===== config.mk =====
export PLATFORM = sky130hd
export DESIGN_NAME = pss_env
export DESIGN_NICKNAME = d
export VERILOG_FILES = /design/src/hdl/pss_pkg.sv /design/src/hdl/pss_env.sv
export SDC_FILE = /design/constraint.sdc
export NUM_CORES = 1
export LEC_CHECK = 0
export BUFFER_PORTS_ARGS = -buffer_cell sky130_fd_sc_hd__buf_2
export CAP_MARGIN = 20
export CORE_MARGIN = 3
export CORE_UTILIZATION = 50
export DETAILED_ROUTE_END_ITERATION = 16
export PLACE_DENSITY_LB_ADDON = 0.3
export SYNTH_ARGS = -nofsm -noshare
export SYNTH_HDL_FRONTEND = slang
export SYNTH_SLANG_ARGS = --single-unit

===== constraint.sdc =====
create_clock -name vclk -period 11.3
set_input_delay 0 -clock vclk [all_inputs]
set_output_delay 0 -clock vclk [all_outputs]
set_load 0.02 [all_outputs]

===== src/hdl/pss_pkg.sv =====
// Package for the polyphonic sine synthesizer: voice word, envelope stage codes,
// command and register codes, and the elaboration-time sine and pitch helpers.
// No dependencies.
package pss_pkg;

    localparam logic [1:0] CMD_TICK     = 2'd0;
    localparam logic [1:0] CMD_NOTE_ON  = 2'd1;
    localparam logic [1:0] CMD_NOTE_OFF = 2'd2;

    localparam logic [2:0] CFG_MASTER_GAIN    = 3'd0;
    localparam logic [2:0] CFG_ATTACK_STEP    = 3'd1;
    localparam logic [2:0] CFG_DECAY_STEP     = 3'd2;
    localparam logic [2:0] CFG_SUSTAIN_LEVEL  = 3'd3;
    localparam logic [2:0] CFG_RELEASE_STEP   = 3'd4;
    localparam logic [2:0] CFG_LFO_SHAPE      = 3'd5;
    localparam logic [2:0] CFG_LFO_PHASE_STEP = 3'd6;
    localparam logic [2:0] CFG_TREMOLO_DEPTH  = 3'd7;

    localparam logic [1:0] LFO_SINE     = 2'd0;
    localparam logic [1:0] LFO_TRIANGLE = 2'd1;
    localparam logic [1:0] LFO_SQUARE   = 2'd2;
    localparam logic [1:0] LFO_SAW      = 2'd3;

    localparam logic [23:0] FULL_LEVEL = 24'h800000;

    // 440 * 2^((k-69)/12) Hz in Q24 for notes 0 to 11.
    localparam logic [31:0] SEMITONE_Q24 [12] = '{
        32'd137167144, 32'd145323527, 32'd153964914, 32'd163120144,
        32'd172819773, 32'd183096170, 32'd193983636, 32'd205518503,
        32'd217739269, 32'd230686720, 32'd244404066, 32'd258937088
    };

    typedef enum logic [2:0] {
        ST_OFF     = 3'd0,
        ST_ATTACK  = 3'd1,
        ST_DECAY   = 3'd2,
        ST_SUSTAIN = 3'd3,
        ST_RELEASE = 3'd4
    } stage_t;

    typedef struct packed {
        logic [6:0]  pitch;
        logic [15:0] tag;
        logic [16:0] velocity;
        logic [31:0] phase;
        stage_t      stage;
        logic [23:0] level;
    } voice_t;

    typedef struct packed {
        logic [23:0] attack_step;
        logic [23:0] decay_step;
        logic [23:0] sustain_level;
        logic [23:0] release_step;
    } env_cfg_t;

    // Sine of a Q32 turn in Q15 by an odd degree-nine polynomial; used only
    // to build the sine table at elaboration.
    function automatic logic signed [15:0] sine_q15(input logic [63:0] turn);
        logic [1:0]  quad;
        logic [63:0] r;
        logic [63:0] x;
        logic [63:0] x2;
        logic [63:0] t;
        logic [63:0] s;
        logic [63:0] q;
        quad = turn[31:30];
        r = {34'd0, turn[29:0]};
        if (quad[0]) begin
            r = 64'd1073741824 - r;
        end
        x  = (r * 64'd1686629713) >> 30;
        x2 = (x * x) >> 30;
        t  = 64'd1073741824 - x2 / 64'd72;
        t  = 64'd1073741824 - ((x2 * t) >> 30) / 64'd42;
        t  = 64'd1073741824 - ((x2 * t) >> 30) / 64'd20;
        t  = 64'd1073741824 - ((x2 * t) >> 30) / 64'd6;
        s  = (x * t) >> 30;
        q  = (s + 64'd16384) >> 15;
        if (q > 64'd32767) begin
            q = 64'd32767;
        end
        return quad[1] ? -$signed({1'b0, q[14:0]}) : $signed({1'b0, q[14:0]});
    endfunction

endpackage


===== src/hdl/pss_env.sv =====
// Linear ADSR envelope step for one voice.
// Depends on pss_pkg for stage codes and the envelope settings struct.
module pss_env (
    input  pss_pkg::stage_t   stage,
    input  logic [23:0]       level,
    input  pss_pkg::env_cfg_t cfg,
    output pss_pkg::stage_t   stage_next,
    output logic [23:0]       level_next
);
    import pss_pkg::*;

    logic [23:0]        sus;
    logic [24:0]        rise;
    logic signed [25:0] fall_d;
    logic signed [25:0] fall_r;

    always_comb begin
        sus    = (cfg.sustain_level > FULL_LEVEL) ? FULL_LEVEL : cfg.sustain_level;
        rise   = {1'b0, level} + {1'b0, cfg.attack_step};
        fall_d = $signed({2'b00, level}) - $signed({2'b00, cfg.decay_step});
        fall_r = $signed({2'b00, level}) - $signed({2'b00, cfg.release_step});
        stage_next = stage;
        level_next = 24'd0;
        unique case (stage)
            ST_ATTACK: begin
                if (rise >= {1'b0, FULL_LEVEL}) begin
                    level_next = FULL_LEVEL;
                    stage_next = ST_DECAY;
                end else begin
                    level_next = rise[23:0];
                end
            end
            ST_DECAY: begin
                if (fall_d <= $signed({2'b00, sus})) begin
                    level_next = sus;
                    stage_next = ST_SUSTAIN;
                end else begin
                    level_next = fall_d[23:0];
                end
            end
            ST_SUSTAIN: begin
                level_next = sus;
            end
            ST_RELEASE: begin
                if (fall_r <= 26'sd0) begin
                    level_next = 24'd0;
                    stage_next = ST_OFF;
                end else begin
                    level_next = fall_r[23:0];
                end
            end
            default: begin
                level_next = 24'd0;
            end
        endcase
    end

endmodule


==> impl_metrics.py, run 1 <==
metrics = {
    "sta": {
        "setup_tns_ns": 0,
        "tightest_slew_ns": 0.964,
        "setup_viol": 0,
        "rsz0062_at_grt": "no",
        "hold_violations": 0,
        "period_needed_ns": 5.29,
        "maxSlewHeadroom_pct": 35.6,
        "max_freq_mhz": 189,
        "slew_viol_final": 0,
        "period_share_pct": 46.8,
    },
    "final_layout": {
        "syn2layout_area_growth_pct": 15.8,
        "antenna_cells": 0,
        "final_area_um2": 6170,
        "n_fill_cell": 1068,
        "fin_nets": 1127,
        "regArea_um2": 0,
        "multi_input_area_um2": 4950,
        "layout-drive-gt1-share_pct": 19.9,
        "nClkBuffers": 0,
        "flops_and_latches": 0,
    },
    "run": {
        "drv_cap": 0,
    },
    "pwr": {
        "sequentialPowerShare_pct": 0,
        "p_leak_nw": 3.14,
        "p_comb_share_pct": 100.0,
        "p_clk_share_pct": 0,
        "p_per_area_nw_per_um2": 64.2,
        "vdd_drop_max_mv": 0.0258,
        "p_sw_mw": 0.238,
        "power.internal_mw": 0.158,
        "sw_frac_of_total_pct": 60.0,
    },
    "detailed_routing": {
        "post_drt_wl_per_cell_um": 17.6,
        "vias": 6377,
        "ant_nets": 0,
        "drtIter0Drc": 571,
        "drc_errors": 0,
        "totalWireLength_um": 18300,
        "first_pass_iters": 7,
        "viasPerCell": 6.14,
    },
    "hold_path": {
        "min_path_cells": 4,
        "hp-class": "in2out",
    },
    "global_route": {
        "grtUsageTotal_pct": 29.8,
        "first_global_vias": 5871,
        "busiest_layer": "met2",
        "overflow": 0,
        "gr-usage-met3_pct": 2.49,
        "met1_usage_pct": 44.2,
        "antenna_found_initial": 0,
        "grt_max_degree": 25,
        "use_met2_pct": 47.1,
        "grt_pass1_wl_um": 28800,
    },
    "clocking": {
        "ctsResizeCount": 0,
        "post-cts-setup-buffers": 0,
        "ctsHoldBuffers": 0,
    },
    "outcome": {
        "run_status": "complete, no violations",
    },
    "floorplanning": {
        "io_pins": 150,
        "row_count": 37,
        "die_w_um": 109,
        "initial_core_util_pct": 51.4,
        "die_area_um2": 11900,
        "core_region_area_um2": 10400,
        "die_h_um": 109,
    },
    "synthesis": {
        "synthCells": 769,
        "netlist_area_um2": 5330,
        "ys_top_cells_by_area": "ha_1 (23%), a21oi_1 (6.9%), xnor2_1 (6.2%)",
        "seq_area_frac_synth_pct": 0,
        "yosys.area.top_type": "ha_1",
        "ys_warn_count": 0,
        "synth_cell_types": 83,
        "synth_top_area_share_pct": 22.5,
        "syn-num-nets": 991,
        "syn_area_per_cell_um2": 6.93,
    },
    "worst_setup_path": {
        "cp.arrival_ns": 5.29,
        "crit_type": "in2out",
        "crit_path_end_kind": "output pin",
        "path_max_fanout": 22,
        "cp-startpoint": "level[13]",
        "endpoint": "level_next[14]",
        "critPathRequiredTime_ns": 11.30,
        "startpoint_type": "primary input",
    },
    "place": {
        "portBuffers": 150,
        "hpwl_um": 15800,
        "post_dp_cell_area_um2": 6170,
        "gp_congestion": 1.01,
    },
}
## logic make-up after synthesis
family                   synth area share, %
AO/OA/AOI/OAI                           36.9
multiplexers                           0.587
buffers and inverters                   7.18
AND/OR/NAND/NOR                         22.8
adder cells (fa/ha/maj)                 23.7
XOR/XNOR                                8.87
## per-stage QoR
stage / std cells / utilization [%] / total power [mW] / hold slack, ns / setup WS (ns)
2_1_floorplan: 769 / - / 0.273 / 0.130 / 7.11
6_report: 1039 / 59.5 / 0.396 / 0.358 / 6.01
4_1_cts: 1039 / 59.5 / 0.387 / 0.356 / 6.11
3_5_place_dp: 1039 / 59.5 / 0.384 / 0.355 / 6.14
5_1_grt: 1039 / 59.5 / 0.436 / 0.388 / 5.63
3_3_place_gp: 1039 / 59.5 / 0.383 / 0.357 / 6.27
## worst min path at each step
stage | end | slack (ns) | start
finish | level_next[2] | 0.36 | cfg[26]
global route | level_next[1] | 0.39 | cfg[25]
CTS | level_next[2] | 0.36 | cfg[26]
detailed placement | level_next[2] | 0.36 | cfg[26]
global placement | level_next[2] | 0.36 | cfg[26]
floorplan | stage_next[2] | 0.13 | stage[2]
## cell type report
| class | count | share of cell area, % |
|---|---|---|
| multi-input cells | 674 | 80.2 |
| repair buffers | 152 | 12.4 |
| inverters | 77 | 4.68 |
| well taps | 136 | 2.76 |
## critical path, cell delays in order
cell and delay, ns:
buf_2 0.12, ha_1 0.37, a21oi_1 0.25, a21oi_1 0.10, a311o_1 0.33, a31o_2 0.27, a221oi_2 0.32, a21oi_1 0.18
mux2_1 0.36, or2_1 0.24, ha_1 0.30, and3_1 0.17, a221oi_1 0.27, o221ai_1 0.19, nand2_1 0.18, and4b_4 0.25
nor3b_4 0.78, a22oi_1 0.22, o211ai_1 0.17, buf_2 0.22
## cells in the mapped netlist, types with 5 or more instances
| library cell | number |
|---|---|
| ha_1 | 96 |
| nand2_1 | 86 |
| inv_1 | 77 |
| a21oi_1 | 74 |
| nor2_1 | 42 |
| o21ai_0 | 40 |
| xnor2_1 | 38 |
| a21o_1 | 27 |
| nand3_1 | 21 |
| o21a_1 | 17 |
| xor2_1 | 16 |
| a22oi_1 | 14 |
| nor3_1 | 13 |
| nand4_1 | 11 |
| and3_1 | 10 |
| clkbuf_1 | 10 |
| o211ai_1 | 10 |
| nand2b_1 | 9 |
| nor4_1 | 9 |
| o21ai_1 | 9 |
| a211oi_1 | 8 |
| o21bai_1 | 7 |
| a211o_1 | 6 |
| a31oi_1 | 6 |
| and2_1 | 6 |
| nand3b_1 | 6 |
| and4_1 | 5 |
## metal layers
metal | part of all wire (%) | up-vias
met5 | 0 | -
met4 | 1.8 | 0
met3 | 8.6 | 28
met2 | 43 | 293
met1 | 47 | 2920
li1 | - | 3136
## power groups by stage
stage,clock (mW),combinational (mW),sequential [mW]
2_1_floorplan,0,0.273,0
3_3_place_gp,0,0.383,0
3_5_place_dp,0,0.384,0
4_1_cts,0,0.387,0
5_1_grt,0,0.436,0
6_report,0,0.396,0
## cell usage in the layout (no fill, tap or decap), types with 8 or more instances in the layout
master | Yosys | final
xor2_1 | 16 | 16
nand3_1 | 21 | 21
o21ai_1 | 9 | 9
buf_2 | 3 | 150
inv_1 | 77 | 77
nand4_1 | 11 | 11
nor4_1 | 9 | 9
nor3_1 | 13 | 13
a22oi_1 | 14 | 14
nand2b_1 | 9 | 9
a21o_1 | 27 | 27
nor2_1 | 42 | 42
o21ai_0 | 40 | 40
a21oi_1 | 74 | 74
o211ai_1 | 10 | 10
o21a_1 | 17 | 17
nand2_1 | 86 | 86
xnor2_1 | 38 | 38
ha_1 | 96 | 96
and3_1 | 10 | 10
a211oi_1 | 8 | 8
Power figures use the tool's default switching activity.
==> inputs of run 2 (changes only) <==
ABC_AREA = 1   (was unset)
clock period = 5.55 ns   (was 11.3 ns; I/O delays follow)
==> run 2 against run 1 <==
Critical endpoint unchanged. Die area grew 23%. Combinational power grew 120%. Utilization shrank 0.83 points. Cell area grew 22%. Sequential cell count is the same. Non-clock buffer count shrank 1. Critical path type unchanged. Global-route usage grew 0.76 points. First-iteration DRC count grew 26%.
==> impl_metrics.py, run 2 <==
metrics = {
    "floorplanning": {
        "die_w_um": 121,
        "row_count": 41,
        "core_region_area_um2": 12800,
        "io_pins": 150,
        "initial_core_util_pct": 51.9,
        "die_h_um": 121,
        "die_area_um2": 14700,
    },
    "synthesis": {
        "yosys.area.top_type": "nand2_1",
        "synthCells": 1281,
        "ys_warn_count": 0,
        "synth_cell_types": 41,
        "synth_top_area_share_pct": 23.0,
        "ys_top_cells_by_area": "nand2_1 (23%), ha_1 (18%), inv_1 (13%)",
        "syn_area_per_cell_um2": 5.20,
        "seq_area_frac_synth_pct": 0,
        "yosys-top-cells-count": "nand2_1 (408), inv_1 (225), nor2_1 (158), ha_1 (96), a21oi_1 (84)",
        "netlist_area_um2": 6660,
        "synth.most_common_cell": "nand2_1",
        "syn-num-nets": 1503,
    },
    "place": {
        "hpwl_um": 20900,
        "portBuffers": 150,
        "gp_congestion": 1.01,
        "post_dp_cell_area_um2": 7530,
    },
    "sta": {
        "rsz0062_at_grt": "no",
        "hold_violations": 0,
        "max_freq_mhz": 236,
        "period_share_pct": 76.4,
        "period_needed_ns": 4.24,
        "setup_viol": 0,
        "tightest_slew_ns": 0.793,
        "maxSlewHeadroom_pct": 47.0,
        "slew_viol_final": 0,
        "setup_tns_ns": 0,
    },
    "worst_setup_path": {
        "critPathRequiredTime_ns": 5.55,
        "startpoint_type": "primary input",
        "crit_path_end_kind": "output pin",
        "path_max_fanout": 22,
        "crit_type": "in2out",
        "cp-startpoint": "level[0]",
        "cp.arrival_ns": 4.24,
    },
    "global_route": {
        "grt_max_degree": 26,
        "antenna_found_initial": 0,
        "grt_pass1_wl_um": 36400,
        "grtUsageTotal_pct": 30.6,
        "first_global_vias": 7778,
        "overflow": 0,
    },
    "hold_path": {
        "min_path_cells": 4,
        "hp-class": "in2out",
        "whs_endpoint": "stage_next[1]",
        "hp-start": "stage[1]",
    },
    "clocking": {
        "post-cts-setup-buffers": 0,
        "ctsResizeCount": 0,
        "ctsHoldBuffers": 0,
    },
    "detailed_routing": {
        "viasPerCell": 5.37,
        "drc_errors": 0,
        "totalWireLength_um": 23300,
        "drtIter0Drc": 721,
        "post_drt_wl_per_cell_um": 14.7,
        "ant_nets": 0,
        "vias": 8540,
        "first_pass_iters": 5,
    },
    "pwr": {
        "vdd_drop_max_mv": 0.0598,
        "p_leak_nw": 4.58,
        "p_per_area_nw_per_um2": 114,
    },
    "final_layout": {
        "regArea_um2": 0,
        "final_area_um2": 7530,
        "nClkBuffers": 0,
        "fin_nets": 1643,
        "flops_and_latches": 0,
        "syn2layout_area_growth_pct": 13.1,
        "final_cell_mix": "nand2_1 (408), inv_1 (225), nor2_1 (158)",
        "layout-drive-gt1-share_pct": 14.8,
        "n_fill_cell": 1422,
        "antenna_cells": 0,
        "final_common_cell": "nand2_1",
    },
    "outcome": {
        "run_status": "complete, no violations",
    },
    "run": {
        "drv_cap": 0,
    },
}
run 2: stage by stage:
stage          power, mW  hold WS, ns  cells  utilization [%]  setup slack, ns
5_1_grt            0.970        0.419   1591             58.7             1.07
4_1_cts            0.849        0.381   1591             58.7             1.43
2_1_floorplan      0.609        0.187   1281                -             2.61
6_report           0.862        0.395   1591             58.7             1.31
3_5_place_dp       0.846        0.381   1591             58.7             1.43
3_3_place_gp       0.841        0.381   1591             58.7             1.41
run 2: cell type report:
type                            count  area [um2]  share of cell area [%]
Inverter                          235         882                    11.7
Tap cell                          172         215                    2.86
Timing Repair Buffer              151         758                    10.1
Multi-Input combinational cell   1033        5670                    75.4
run 2: power breakdown:
| group | internal, mW | switching [mW] |
|---|---|---|
| Combinational | 0.301 | 0.560 |
| Clock | 0 | 0 |
| Sequential | 0 | 0 |
run 2: critical path, cell delays in order:
cell,delay [ns]
buf_2,0.09
inv_1,0.08
ha_1,0.24
fa_1,0.42
o21ai_2,0.21
a21oi_1,0.14
o21ai_0,0.45
nand2_1,0.16
nand2_1,0.10
nand2_1,0.05
nand2_1,0.08
inv_1,0.04
ha_1,0.28
nand2_1,0.05
nor3_1,0.31
nand3_1,0.17
o21ai_0,0.10
nor2_1,0.08
nand3_1,0.11
nand2_2,0.09
nand2_2,0.37
nand2_1,0.18
nand2_1,0.10
nor2_1,0.05
nand2_1,0.10
buf_2,0.17
run 2: worst max-delay path by stage:
stage	to	slack, ns
after floorplan	level_next[2]	2.61
after global placement	level_next[15]	1.41
after detailed placement	level_next[15]	1.43
after CTS	level_next[15]	1.43
after global routing	level_next[14]	1.07
final	level_next[14]	1.31
run 2: cells by family (layout without fill, tap and decap cells):
| logic type | count (synthesis) | in the layout | share of synthesized area [%] |
|---|---|---|---|
| buffers and inverters | 248 | 386 | 14.8 |
| AO/OA/AOI/OAI | 149 | 149 | 12.2 |
| XOR/XNOR | 37 | 37 | 4.87 |
| AND/OR/NAND/NOR | 748 | 748 | 49.2 |
| adder cells (fa/ha/maj) | 99 | 99 | 18.9 |
run 2: per-layer routing:
layer  routed length [um]  vias to the layer above  global-route usage (%)
met3                 1580                       38                    1.77
met2                10600                      327                    52.3
met4                  646                        0                    7.35
met5                    0                        -                       0
li1                     -                     4364                       -
met1                10500                     3811                    41.9
==> inputs of run 3 (changes only) <==
clock period = 3.65 ns   (was 5.55 ns; I/O delays follow)
==> run 3 against run 2 <==
Total power grew 63%. Worst hold slack gained 0.0013 ns. Cell area grew 5.1%. Global-route usage shrank 0.27 points. Cell count grew 2.1%. Utilization grew 3.0 points. Combinational power grew 62%. Via count grew 0.98%. Critical path depth shrank 3. Non-clock buffer count grew 33. Wire length grew 1.7%. Critical path type unchanged.
==> impl_metrics.py, run 3 (same netlist as run 2, synthesis figures left out) <==
metrics = {
    "sta": {
        "setup_tns_ns": 0,
        "setup_viol": 0,
        "maxSlewHeadroom_pct": 48.1,
        "period_share_pct": 93.0,
        "setup_ws_ns": 0.254,
        "rsz0062_at_grt": "no",
        "hold_violations": 0,
        "max_freq_mhz": 294,
        "period_needed_ns": 3.40,
        "tightest_slew_ns": 0.776,
        "slew_viol_final": 0,
    },
    "detailed_routing": {
        "drc_errors": 0,
        "vias": 8624,
        "drtIter0Drc": 687,
        "totalWireLength_um": 23700,
        "viasPerCell": 5.31,
        "first_pass_iters": 6,
        "post_drt_wl_per_cell_um": 14.6,
        "ant_nets": 0,
    },
    "place": {
        "gp_congestion": 1.02,
        "portBuffers": 150,
        "pre_cts_ws_ns": 0.131,
        "dpl.cell_count": 1622,
        "hpwl_um": 20900,
    },
    "worst_setup_path": {
        "path_max_fanout": 22,
        "cp.arrival_ns": 3.40,
        "crit_type": "in2out",
        "crit_chain": "buf_2 -> ha_1 -> a21oi_1 -> o21ai_0 -> o21bai_1 -> nand3_1 -> nand3_1 -> xor2_2 -> ha_1 -> nand3_1 -> nor2_2 -> nand3_1 -> o21ai_0 -> nor2_1 -> nand3_1 -> nand2_2 -> nand2_2 -> buf_12 -> nand2_1 -> nand2_1 -> nor2_1 -> nand2_1 -> buf_2",
        "cp_slowest_cell": "ha_1",
        "crit_path_end_kind": "output pin",
        "critPathRequiredTime_ns": 3.65,
        "slowest_delay_ns": 0.39,
        "startpoint_type": "primary input",
        "crit_path_frequent_cell": "nand3_1",
    },
    "global_route": {
        "first_global_vias": 7697,
        "grtUsageTotal_pct": 30.3,
        "antenna_found_initial": 0,
        "grt_max_degree": 25,
        "grt_pass1_wl_um": 36000,
        "overflow": 0,
    },
    "floorplanning": {
        "die_h_um": 121,
        "die_w_um": 121,
        "core_region_area_um2": 12800,
        "die_area_um2": 14700,
        "io_pins": 150,
        "row_count": 41,
        "initial_core_util_pct": 51.9,
    },
    "final_layout": {
        "final_common_cell": "nand2_1",
        "layout-drive-gt1-share_pct": 18.4,
        "flops_and_latches": 0,
        "instances_no_fill": 1624,
        "fin_nets": 1676,
        "regArea_um2": 0,
        "antenna_cells": 0,
        "nClkBuffers": 0,
        "syn2layout_area_growth_pct": 18.8,
        "final_cell_mix": "nand2_1 (403), inv_1 (225), nor2_1 (156)",
    },
    "clocking": {
        "ctsHoldBuffers": 0,
    },
    "pwr": {
        "p_leak_nw": 4.77,
        "vdd_drop_max_mv": 0.111,
        "p_per_area_nw_per_um2": 178,
    },
    "hold_path": {
        "hp-class": "in2out",
    },
    "outcome": {
        "run_status": "complete, no violations",
    },
    "run": {
        "drv_cap": 0,
    },
}
[run 3: worst max-delay path: cells and delay by family]
| family | cells | cell delay [ns] |
|---|---|---|
| AOI/OAI and AO/OA | 4 | 0.69 |
| and+or+nand+nor | 13 | 1.22 |
| buffers and inverters | 3 | 0.48 |
| xor gates and xnor gates | 1 | 0.20 |
| adders and majority gates | 2 | 0.77 |
[run 3: repair_timing]
item                                   4_1_cts  5_1_grt
setup endpoints to repair                    0       25
resized for setup                            0       27
endpoints found under the hold margin        0        0
buffers inserted                             0        2
[run 3: final cells by class]
class                           count  area [um2]
Multi-Input combinational cell   1033        5780
Fill cell                        1369        4910
Tap cell                          172         215
Inverter                          235         882
Timing Repair Buffer              184        1030
[run 3: final timing paths]
kind | slack, ns | cells past startpoint | start | endpoint
max | 0.25 | 23 | level[14] | level_next[11]
min | 0.40 | 4 | stage[1] | stage_next[1]
[run 3: per-layer routing]
| layer | global-route usage (%) | share of wire [%] | up-vias |
|---|---|---|---|
| met5 | 0 | 0 | - |
| met3 | 2.75 | 7.9 | 42 |
| met2 | 51.7 | 46 | 350 |
| met1 | 41.0 | 44 | 3799 |
| met4 | 7.56 | 2.7 | 0 |
| li1 | - | - | 4433 |
[run 3: per-stage QoR]
step | area (um2) | hold WS (ns) | total power [mW] | utilization [%]
final | 7910 | 0.396 | 1.40 | 61.7
after global placement | 7790 | 0.389 | 1.33 | 60.7
after detailed placement | 7790 | 0.387 | 1.34 | 60.7
after CTS | 7790 | 0.390 | 1.35 | 60.7
after global routing | 7910 | 0.444 | 1.56 | 61.7
after floorplan | 6660 | 0.187 | 0.926 | -
[run 3: power by group]
part / switching (mW) / internal, mW
logic: 0.889 / 0.515
registers: 0 / 0
clock network: 0 / 0
